## src/design/spq_pkg.sv

```systemverilog
// spq_pkg: shared types and constants for the stable priority queue
// entry layout, result status codes and default queue depth
// no dependencies
`timescale 1ns / 1ps

package spq_pkg;

  localparam int QUEUE_DEPTH_DEF = 16;
  localparam int OCC_W = 5;

  typedef struct packed {
    logic [15:0] id;
    logic [7:0]  sev;
    logic [15:0] arr;
  } entry_t;

  // command broadcast to every cell of the chain
  typedef struct packed {
    logic   ins;
    logic   srv;
    entry_t ent;
  } cmd_t;

  localparam logic [1:0] ST_INSERTED   = 2'd0;
  localparam logic [1:0] ST_SERVED     = 2'd1;
  localparam logic [1:0] ST_SERVE_EMPTY = 2'd2;
  localparam logic [1:0] ST_INS_FULL   = 2'd3;

endpackage

```

## src/design/spq_if.sv

```systemverilog
// spq_in_if / spq_out_if: valid/ready channels of the priority queue
// request beats carry mode and entry, result beats carry status and served entry
// no dependencies
`timescale 1ns / 1ps

interface spq_in_if;
  logic        valid;
  logic        ready;
  logic        mode;
  logic [15:0] item_id;
  logic [7:0]  severity;
  logic [15:0] arrival_number;

  modport source (output valid, mode, item_id, severity, arrival_number, input ready);
  modport sink (input valid, mode, item_id, severity, arrival_number, output ready);
endinterface

interface spq_out_if;
  logic        valid;
  logic        ready;
  logic [1:0]  status;
  logic [15:0] out_id;
  logic [7:0]  out_severity;
  logic [15:0] out_arrival;
  logic [4:0]  occupancy;

  modport source (output valid, status, out_id, out_severity, out_arrival, occupancy,
                  input ready);
  modport sink (input valid, status, out_id, out_severity, out_arrival, occupancy,
                output ready);
endinterface

```

## src/design/stable_priority_queue.sv

```systemverilog
// stable_priority_queue: bounded priority queue built as a chain of sorting cells
// lower severity first, ties by lower arrival number, equal keys in arrival order
// depends on spq_pkg, spq_if, spq_cell
//
//  channel | dir | beat contents
//  in_ch   | in  | mode, item_id, severity, arrival_number
//  out_ch  | out | status, out_id, out_severity, out_arrival, occupancy
//
// one request beat per cycle while ready; result is registered the next cycle
// every cell compares with the broadcast key and shifts in the same cycle
// in_ch.ready is high while the result register is empty or being drained
// reset clears the count and result valid only; slots above the count are never read
`timescale 1ns / 1ps

module stable_priority_queue #(
  parameter int QUEUE_DEPTH = spq_pkg::QUEUE_DEPTH_DEF
) (
  input logic      clk,
  input logic      rst_n,
  spq_in_if.sink   in_ch,
  spq_out_if.source out_ch
);
  import spq_pkg::*;

  localparam int CNT_W = $clog2(QUEUE_DEPTH + 1);

  logic [CNT_W-1:0] count_r;
  logic [CNT_W-1:0] count_nxt;
  logic             full;
  logic             empty;
  logic             in_acc;
  cmd_t             cmd;
  entry_t           ents [QUEUE_DEPTH];
  logic             afters [QUEUE_DEPTH];
  logic [1:0]       status_nxt;
  entry_t           res_nxt;
  logic [CNT_W+OCC_W-1:0] occ_ext;

  logic             out_valid_r;
  logic [1:0]       status_r;
  entry_t           res_r;
  logic [OCC_W-1:0] occ_r;

  assign full   = count_r == CNT_W'(QUEUE_DEPTH);
  assign empty  = count_r == '0;
  assign in_ch.ready = !out_valid_r || out_ch.ready;
  assign in_acc = in_ch.valid && in_ch.ready;

  assign cmd.ins     = in_acc && !in_ch.mode && !full;
  assign cmd.srv     = in_acc && in_ch.mode && !empty;
  assign cmd.ent.id  = in_ch.item_id;
  assign cmd.ent.sev = in_ch.severity;
  assign cmd.ent.arr = in_ch.arrival_number;

  genvar g;
  generate
    for (g = 0; g < QUEUE_DEPTH; g++) begin : g_cell
      entry_t left_e;
      logic   left_a;
      entry_t right_e;
      if (g == 0) begin : g_head
        assign left_e = cmd.ent;
        assign left_a = 1'b0;
      end else begin : g_mid
        assign left_e = ents[g-1];
        assign left_a = afters[g-1];
      end
      if (g == QUEUE_DEPTH - 1) begin : g_tail
        assign right_e = ents[g];
      end else begin : g_inner
        assign right_e = ents[g+1];
      end
      spq_cell #(
        .IDX   (g),
        .CNT_W (CNT_W)
      ) u_cell (
        .clk        (clk),
        .cmd        (cmd),
        .count      (count_r),
        .left_ent   (left_e),
        .left_after (left_a),
        .right_ent  (right_e),
        .ent        (ents[g]),
        .after      (afters[g])
      );
    end
  endgenerate

  always_comb begin
    count_nxt  = count_r;
    res_nxt    = '0;
    status_nxt = ST_INSERTED;
    if (!in_ch.mode) begin
      if (full) begin
        status_nxt = ST_INS_FULL;
      end else begin
        count_nxt = count_r + CNT_W'(1);
      end
    end else begin
      if (empty) begin
        status_nxt = ST_SERVE_EMPTY;
      end else begin
        status_nxt = ST_SERVED;
        res_nxt    = ents[0];
        count_nxt  = count_r - CNT_W'(1);
      end
    end
  end

  assign occ_ext = {{OCC_W{1'b0}}, count_nxt};

  always_ff @(posedge clk) begin
    if (!rst_n) begin
      count_r     <= '0;
      out_valid_r <= 1'b0;
    end else begin
      if (in_acc) begin
        count_r     <= count_nxt;
        out_valid_r <= 1'b1;
      end else if (out_ch.ready) begin
        out_valid_r <= 1'b0;
      end
    end
  end

  // result payload, no reset
  always_ff @(posedge clk) begin
    if (in_acc) begin
      status_r <= status_nxt;
      res_r    <= res_nxt;
      occ_r    <= occ_ext[OCC_W-1:0];
    end
  end

  assign out_ch.valid        = out_valid_r;
  assign out_ch.status       = status_r;
  assign out_ch.out_id       = res_r.id;
  assign out_ch.out_severity = res_r.sev;
  assign out_ch.out_arrival  = res_r.arr;
  assign out_ch.occupancy    = occ_r;

  a_count_bound: assert property (@(posedge clk) disable iff (!rst_n)
    count_r <= CNT_W'(QUEUE_DEPTH))
    else $error("count above queue depth");

  a_insert_grows: assert property (@(posedge clk) disable iff (!rst_n)
    (in_acc && !in_ch.mode && !full) |=> count_r == $past(count_r) + CNT_W'(1))
    else $error("insert did not grow count");

  a_empty_serve: assert property (@(posedge clk) disable iff (!rst_n)
    (in_acc && in_ch.mode && empty) |=> out_valid_r && status_r == ST_SERVE_EMPTY)
    else $error("serve on empty not flagged");

  a_served_order: assert property (@(posedge clk) disable iff (!rst_n)
    (out_valid_r && status_r == ST_SERVED && !empty) |->
      {res_r.sev, res_r.arr} <= {ents[0].sev, ents[0].arr})
    else $error("served entry ranks after new head");

endmodule

```

## src/design/spq_cell.sv

```systemverilog
// spq_cell: one slot of the sorted shift chain
// compares its entry against the broadcast key and shifts left or right
// depends on spq_pkg
`timescale 1ns / 1ps

module spq_cell #(
  parameter int IDX   = 0,
  parameter int CNT_W = 5
) (
  input  logic           clk,
  input  spq_pkg::cmd_t  cmd,
  input  logic [CNT_W-1:0] count,
  input  spq_pkg::entry_t left_ent,
  input  logic           left_after,
  input  spq_pkg::entry_t right_ent,
  output spq_pkg::entry_t ent,
  output logic           after
);
  import spq_pkg::*;

  entry_t ent_r;
  entry_t ent_nxt;
  logic   occ;
  logic   take;

  assign occ   = count > CNT_W'(IDX);
  assign after = occ && ({ent_r.sev, ent_r.arr} > {cmd.ent.sev, cmd.ent.arr});
  assign take  = after || (count == CNT_W'(IDX));
  assign ent   = ent_r;

  always_comb begin
    ent_nxt = ent_r;
    if (cmd.ins && take) begin
      ent_nxt = left_after ? left_ent : cmd.ent;
    end else if (cmd.srv) begin
      ent_nxt = right_ent;
    end
  end

  always_ff @(posedge clk) begin
    ent_r <= ent_nxt;
  end

endmodule
```

## src/flat_wrapper.sv

```systemverilog
// flat-port wrapper written by rule: the top's interface ports become plain ports
module stable_priority_queue_flat import spq_pkg::*;
#(
  parameter int QUEUE_DEPTH = spq_pkg::QUEUE_DEPTH_DEF
)
  (clk, rst_n, in_ch_valid, in_ch_mode, in_ch_item_id, in_ch_severity, in_ch_arrival_number, in_ch_ready, out_ch_valid, out_ch_status, out_ch_out_id, out_ch_out_severity, out_ch_out_arrival, out_ch_occupancy, out_ch_ready);
  spq_in_if in_ch_i ();
  spq_out_if out_ch_i ();
  input logic clk;
  input logic rst_n;
  input wire logic [$bits(in_ch_i.valid)-1:0] in_ch_valid;
  input wire logic [$bits(in_ch_i.mode)-1:0] in_ch_mode;
  input wire logic [$bits(in_ch_i.item_id)-1:0] in_ch_item_id;
  input wire logic [$bits(in_ch_i.severity)-1:0] in_ch_severity;
  input wire logic [$bits(in_ch_i.arrival_number)-1:0] in_ch_arrival_number;
  output wire logic [$bits(in_ch_i.ready)-1:0] in_ch_ready;
  output wire logic [$bits(out_ch_i.valid)-1:0] out_ch_valid;
  output wire logic [$bits(out_ch_i.status)-1:0] out_ch_status;
  output wire logic [$bits(out_ch_i.out_id)-1:0] out_ch_out_id;
  output wire logic [$bits(out_ch_i.out_severity)-1:0] out_ch_out_severity;
  output wire logic [$bits(out_ch_i.out_arrival)-1:0] out_ch_out_arrival;
  output wire logic [$bits(out_ch_i.occupancy)-1:0] out_ch_occupancy;
  input wire logic [$bits(out_ch_i.ready)-1:0] out_ch_ready;
  assign in_ch_i.valid = in_ch_valid;
  assign in_ch_i.mode = in_ch_mode;
  assign in_ch_i.item_id = in_ch_item_id;
  assign in_ch_i.severity = in_ch_severity;
  assign in_ch_i.arrival_number = in_ch_arrival_number;
  assign in_ch_ready = in_ch_i.ready;
  assign out_ch_valid = out_ch_i.valid;
  assign out_ch_status = out_ch_i.status;
  assign out_ch_out_id = out_ch_i.out_id;
  assign out_ch_out_severity = out_ch_i.out_severity;
  assign out_ch_out_arrival = out_ch_i.out_arrival;
  assign out_ch_occupancy = out_ch_i.occupancy;
  assign out_ch_i.ready = out_ch_ready;
  stable_priority_queue #(.QUEUE_DEPTH(QUEUE_DEPTH)) u_core (.clk(clk), .rst_n(rst_n), .in_ch(in_ch_i), .out_ch(out_ch_i));
endmodule
```

## config.mk

```make
export PLATFORM = sky130hd
export DESIGN_NAME = stable_priority_queue_flat
export DESIGN_NICKNAME = d
export VERILOG_FILES = /design/src/design/spq_pkg.sv /design/src/design/spq_if.sv /design/src/design/stable_priority_queue.sv /design/src/design/spq_cell.sv /design/src/flat_wrapper.sv
export SDC_FILE = /design/constraint.sdc
export NUM_CORES = 2
export LEC_CHECK = 0
export BUFFER_PORTS_ARGS = -buffer_cell sky130_fd_sc_hd__buf_2
export CAP_MARGIN = 5
export CORE_MARGIN = 4
export CORE_UTILIZATION = 46
export DETAILED_ROUTE_END_ITERATION = 8
export PLACE_DENSITY = 0.58
export RECOVER_POWER = 50
export SETUP_SLACK_MARGIN = 0.3
export SLEW_MARGIN = 40
export SYNTH_ARGS = -nofsm -noshare
export SYNTH_HDL_FRONTEND = slang
export SYNTH_SLANG_ARGS = --single-unit
```

## constraint.sdc

```tcl
create_clock -name clk -period 6 [get_ports clk]
set_input_delay 0.9 -clock clk [delete_from_list [all_inputs] [get_ports clk]]
set_output_delay 0.9 -clock clk [all_outputs]
set_load 0.02 [all_outputs]
```

==> results <==
- For hold timing, the worst endpoint is u_core.out_ch.valid.
- The maximum number of pins on one net before global-route repair is a little over 80.
- Along the worst hold path, the cell count comes to 3.
- In this run the critical register-to-register path is launched from u_core.count_r[0].
- From bottom edge to top edge, the die measures ~310 um.
- IR analysis of the VDD net gives a maximum drop of about 210 uV.
- The path type of the worst setup path is in2reg.
- The die boundary width is 312.1 um.
- The cell occurring most often along the worst timing path is a21oi_1.
- The critical path arrival is roughly 5700 ps.
- The die footprint is 97,430 sq um.
- The residual overflow from global routing is 0.
- Derived from the worst setup path, the maximum achievable clock frequency is approximately 0.19 GHz.
- The hold violation count in the final report is 0.
- The total negative setup slack is 0 ps.
- The total routing usage reported by global routing is approximately a quarter.
- The effective utilization at floorplan is 46.42%.
- The relative max-transition margin is -163.5%.
- In the routed layout, each cell is associated on average with a via count of ~6.1.
- The post-synthesis cell count is 3,944.
- The number of levels in the clock H-tree is 3.
- The largest single stage delay on the critical path is 1400 ps.
- The startpoint of the worst hold path is in_ch_valid.
- Yosys attributes the largest share of cell area to edfxtp_1 48%, mux2i_1 12%, ha_1 11%.
- During placement, the flow inserted port buffers numbering between 90 and 100.
- The count of fill cells added during filler insertion is approximately 8,400.
- The largest area contributor in the netlist is edfxtp_1.
- The part of the cycle the worst path needs is about nine tenths.
- The clock net in this run drives a total of approximately 700 sinks.
- When the netlist entered floorplanning its net count stood at approximately 4,400.
- The detailed-routing iteration count for the pre-antenna-repair pass is 5.
- For this run, the register share of the synthesized area comes to approximately 50%.
- The post-synthesis cell area is between 40,000 and 50,000 sq um.
- The clock edge transition at the registers on the reported setup and hold paths is roughly 60 ps.
- The tree is rooted in a clkbuf_16.
- Counting instances in the post-synthesis netlist gives the leading cell types as 687 x edfxtp_1, 510 x mux2i_1, 493 x a21oi_1.
- At the later pin of the worst-skew pair, clock insertion delay measures between 600 and 700 ps.
- The TritonCTS clock tree is yes.
- The area inside the core boundary is 91,660 sq um.
- Of the post-synthesis cell area, the dominant cell type holds 48.49%.
- The most common cell in the synthesized netlist is edfxtp_1.
- Cells with a size suffix above 1 make up 7.986% of the layout.
- The adder-cell share of the synthesized area is between 10 and 15%.
- STA classifies the critical path endpoint as a register.
- The combinational family with the most area after synthesis is multiplexers.
- Summing over every cut layer, the via total after detailed routing is 31,890.
- At the worst endpoint, the required time is ~6400 ps.
- Of the total synthesized cell area, the portion taken by XOR and XNOR cells is less than 1%.
- The share of synthesized registers carrying an async set or reset is 0%.
- After clock tree synthesis, the setup repair step added 0 buffers.
- The number of enable-type register cells in the synthesized netlist is slightly below 700.
- The capturing point of the worst reg2reg path is u_core.count_r[3].
- After synthesis, the netlist uses 65 different library cells.
- After layout, the design draws a total of between 10 and 15 mW.
- The synthesized netlist devotes approximately 10% of its cell area to simple gates.
- The number of gates resized after CTS is 0.
- The detailed router finished its first iteration with about 2,900 violations.
- The weighted congestion at the end of routability-driven global placement is around 0.90.
- The warning count from the yosys run is 0.
- Among all flip-flop cells after synthesis, the most frequent one is edfxtp_1.
- Setup violations remaining at the end of the flow were counted as 0.
- The number of global-route vias before repair is approximately 30,000.
- The clock passes through at most 3 buffers.
- The average cell area after synthesis is about 11 sq um.
- The count of max-cap constraint violations is 10.
- The total clock buffers created by CTS is about 80.
- The number of cells on the worst reg-to-reg path is 10.
- The maximum fanout count along the critical path is 41.
- After synthesis the netlist holds a flip-flop and latch count of 693.
- The count of nets after finishing is about 4,400.
- The slowest cell on the critical path is clkbuf_2.
- Row generation in the floorplan step produced 111 rows.
- The routed wire length is roughly 130,000 um.
- Summing the areas of all compound-gate instances in the mapped netlist gives about an eighth of the synthesized area.
- At the pin with the least slew margin, the transition time is about 4000 ps.
- Summed over all nets, the half-perimeter wirelength after detailed placement is between 80,000 and 90,000 um.
- The clock arrives with 31.25 ps of skew.
- The first global-routing pass estimated 195,400 um of wire.
- In this run the power density over the cells is between 200 and 300 nW/um^2.
- The number of remaining DRC errors is 0.
- The post-layout minimum cycle time is 5310 ps.
- After detailed routing, the average wire length per cell comes to approximately 25 um.
- The number of max-slew violations in the final report came to about 350.
- Setup repair after global routing left no endpoint under its margin.
- The final reports fail on capacitance limit, slew limit.
- In the synthesized netlist, mux cells make up between 10% and 20% of the area.
- The worst hold path belongs to the class in2reg.
- The critical path goes through buf_2 > inv_1 > buf_4 > ha_1 > nand4_1 > nor4_1 > a21oi_1 > o21ai_4 > clkbuf_2 > mux2i_1 > a21oi_1.
- The initial antenna violation count was 3.
- The number of I/O pins is 94.
- The residual antenna-violating net count after detailed routing is 0.
- The run finished, with violations left.
- Across all register-to-register paths, the minimum setup slack is approximately 1100 ps.
- The area added between synthesis and finish is 10.82%.
- In this run the static leakage power is between 15 and 20 nW.
- Buffers inserted to repair hold after CTS numbered 0.
- The worst setup path is launched from a primary input.
## report_power, final
part / internal [mW] / total (mW) / switching [mW]
combinational: 0.786 / 2.18 / 1.40
sequential: 5.78 / 6.05 / 0.264
clock: 2.62 / 4.70 / 2.08
## registers in the layout (all words and copies together), names as in the netlist
signal / count
u_core.g_cell.u_cell.ent: 640
u_core.out_ch.out_arrival: 16
u_core.out_ch.out_id: 16
u_core.out_ch.out_severity: 8
u_core.count_r: 5
u_core.out_ch.occupancy: 5
u_core.out_ch.status: 2
u_core.out_ch.valid: 1
## cell type report
cell class | instances | area, sq um | share of cell area, %
well taps | 1186 | 1484 | 3.147
multi-input cells | 2958 | 20800 | 44.12
flip-flops and latches | 693 | 20750 | 44.00
repair buffers | 209 | 1484 | 3.147
inverters | 50 | 188.9 | 0.4007
clock buffers | 102 | 2148 | 4.556
diodes | 2 | 5.005 | 0.01061
clock inverters | 45 | 291.5 | 0.6183
## worst max-delay path by stage
stage	start	end	slack (ps)
final	in_ch_arrival_number[13]	u_core.g_cell[3].u_cell.ent[26]	690
after global routing	in_ch_arrival_number[13]	u_core.g_cell[8].u_cell.ent[26]	670
after CTS	in_ch_severity[3]	u_core.g_cell[13].u_cell.ent[8]	1530
after detailed placement	in_ch_severity[3]	u_core.g_cell[13].u_cell.ent[8]	870
after global placement	in_ch_severity[3]	u_core.g_cell[13].u_cell.ent[14]	600
after floorplan	in_ch_severity[7]	u_core.g_cell[0].u_cell.ent[0]	480
## cells in the final DEF (no fill, tap or decap), types with 44 or more instances in the layout
cell	instances
mux2_2	44
mux2i_1	510
o21ai_0	143
nand4_1	81
buf_4	63
a21oi_1	489
nor2_1	373
inv_1	47
clkbuf_16	83
nand2_1	358
o21ai_1	186
buf_2	44
ha_1	389
edfxtp_1	687
clkbuf_1	86
## critical path: cells and delay by family
family	cells	cell delay, ps
buf+inv	4	2630
simple gates	2	960
compound gates	3	470
mux	1	370
fa+ha+maj	1	300
## cells by family (layout without fill, tap and decap cells)
| family | after synthesis | in the layout |
|---|---|---|
| compound gates | 977 | 977 |
| fa+ha+maj | 389 | 389 |
| simple gates | 1000 | 1000 |
| mux | 589 | 589 |
| other cells | 0 | 2 |
| xor+xnor | 3 | 3 |
| flops | 693 | 693 |
| buf+inv | 293 | 406 |
## metrics by stage
stage	std cells	util (%)	setup slack [ps]	instance area (sq um)	hold WS, ps
2_1_floorplan	3944	-	480.9	42550	521.2
3_3_place_gp	5095	49.09	595.5	45000	522.4
3_5_place_dp	5095	49.13	865.7	45030	534.1
4_1_cts	5242	51.79	1532	47470	500.7
5_1_grt	5244	51.44	666.1	47150	547.3
6_report	5245	51.44	689.7	47150	525.7
## routing by layer
layer	up-vias	wire [um]	GRT usage (%)
met1	15830	62780	39.42
met5	-	0	0
met2	1018	55870	39.48
met4	0	2960	6.071
li1	14900	-	-
met3	147	8652	4.297
(Power assumes the default switching activity.)
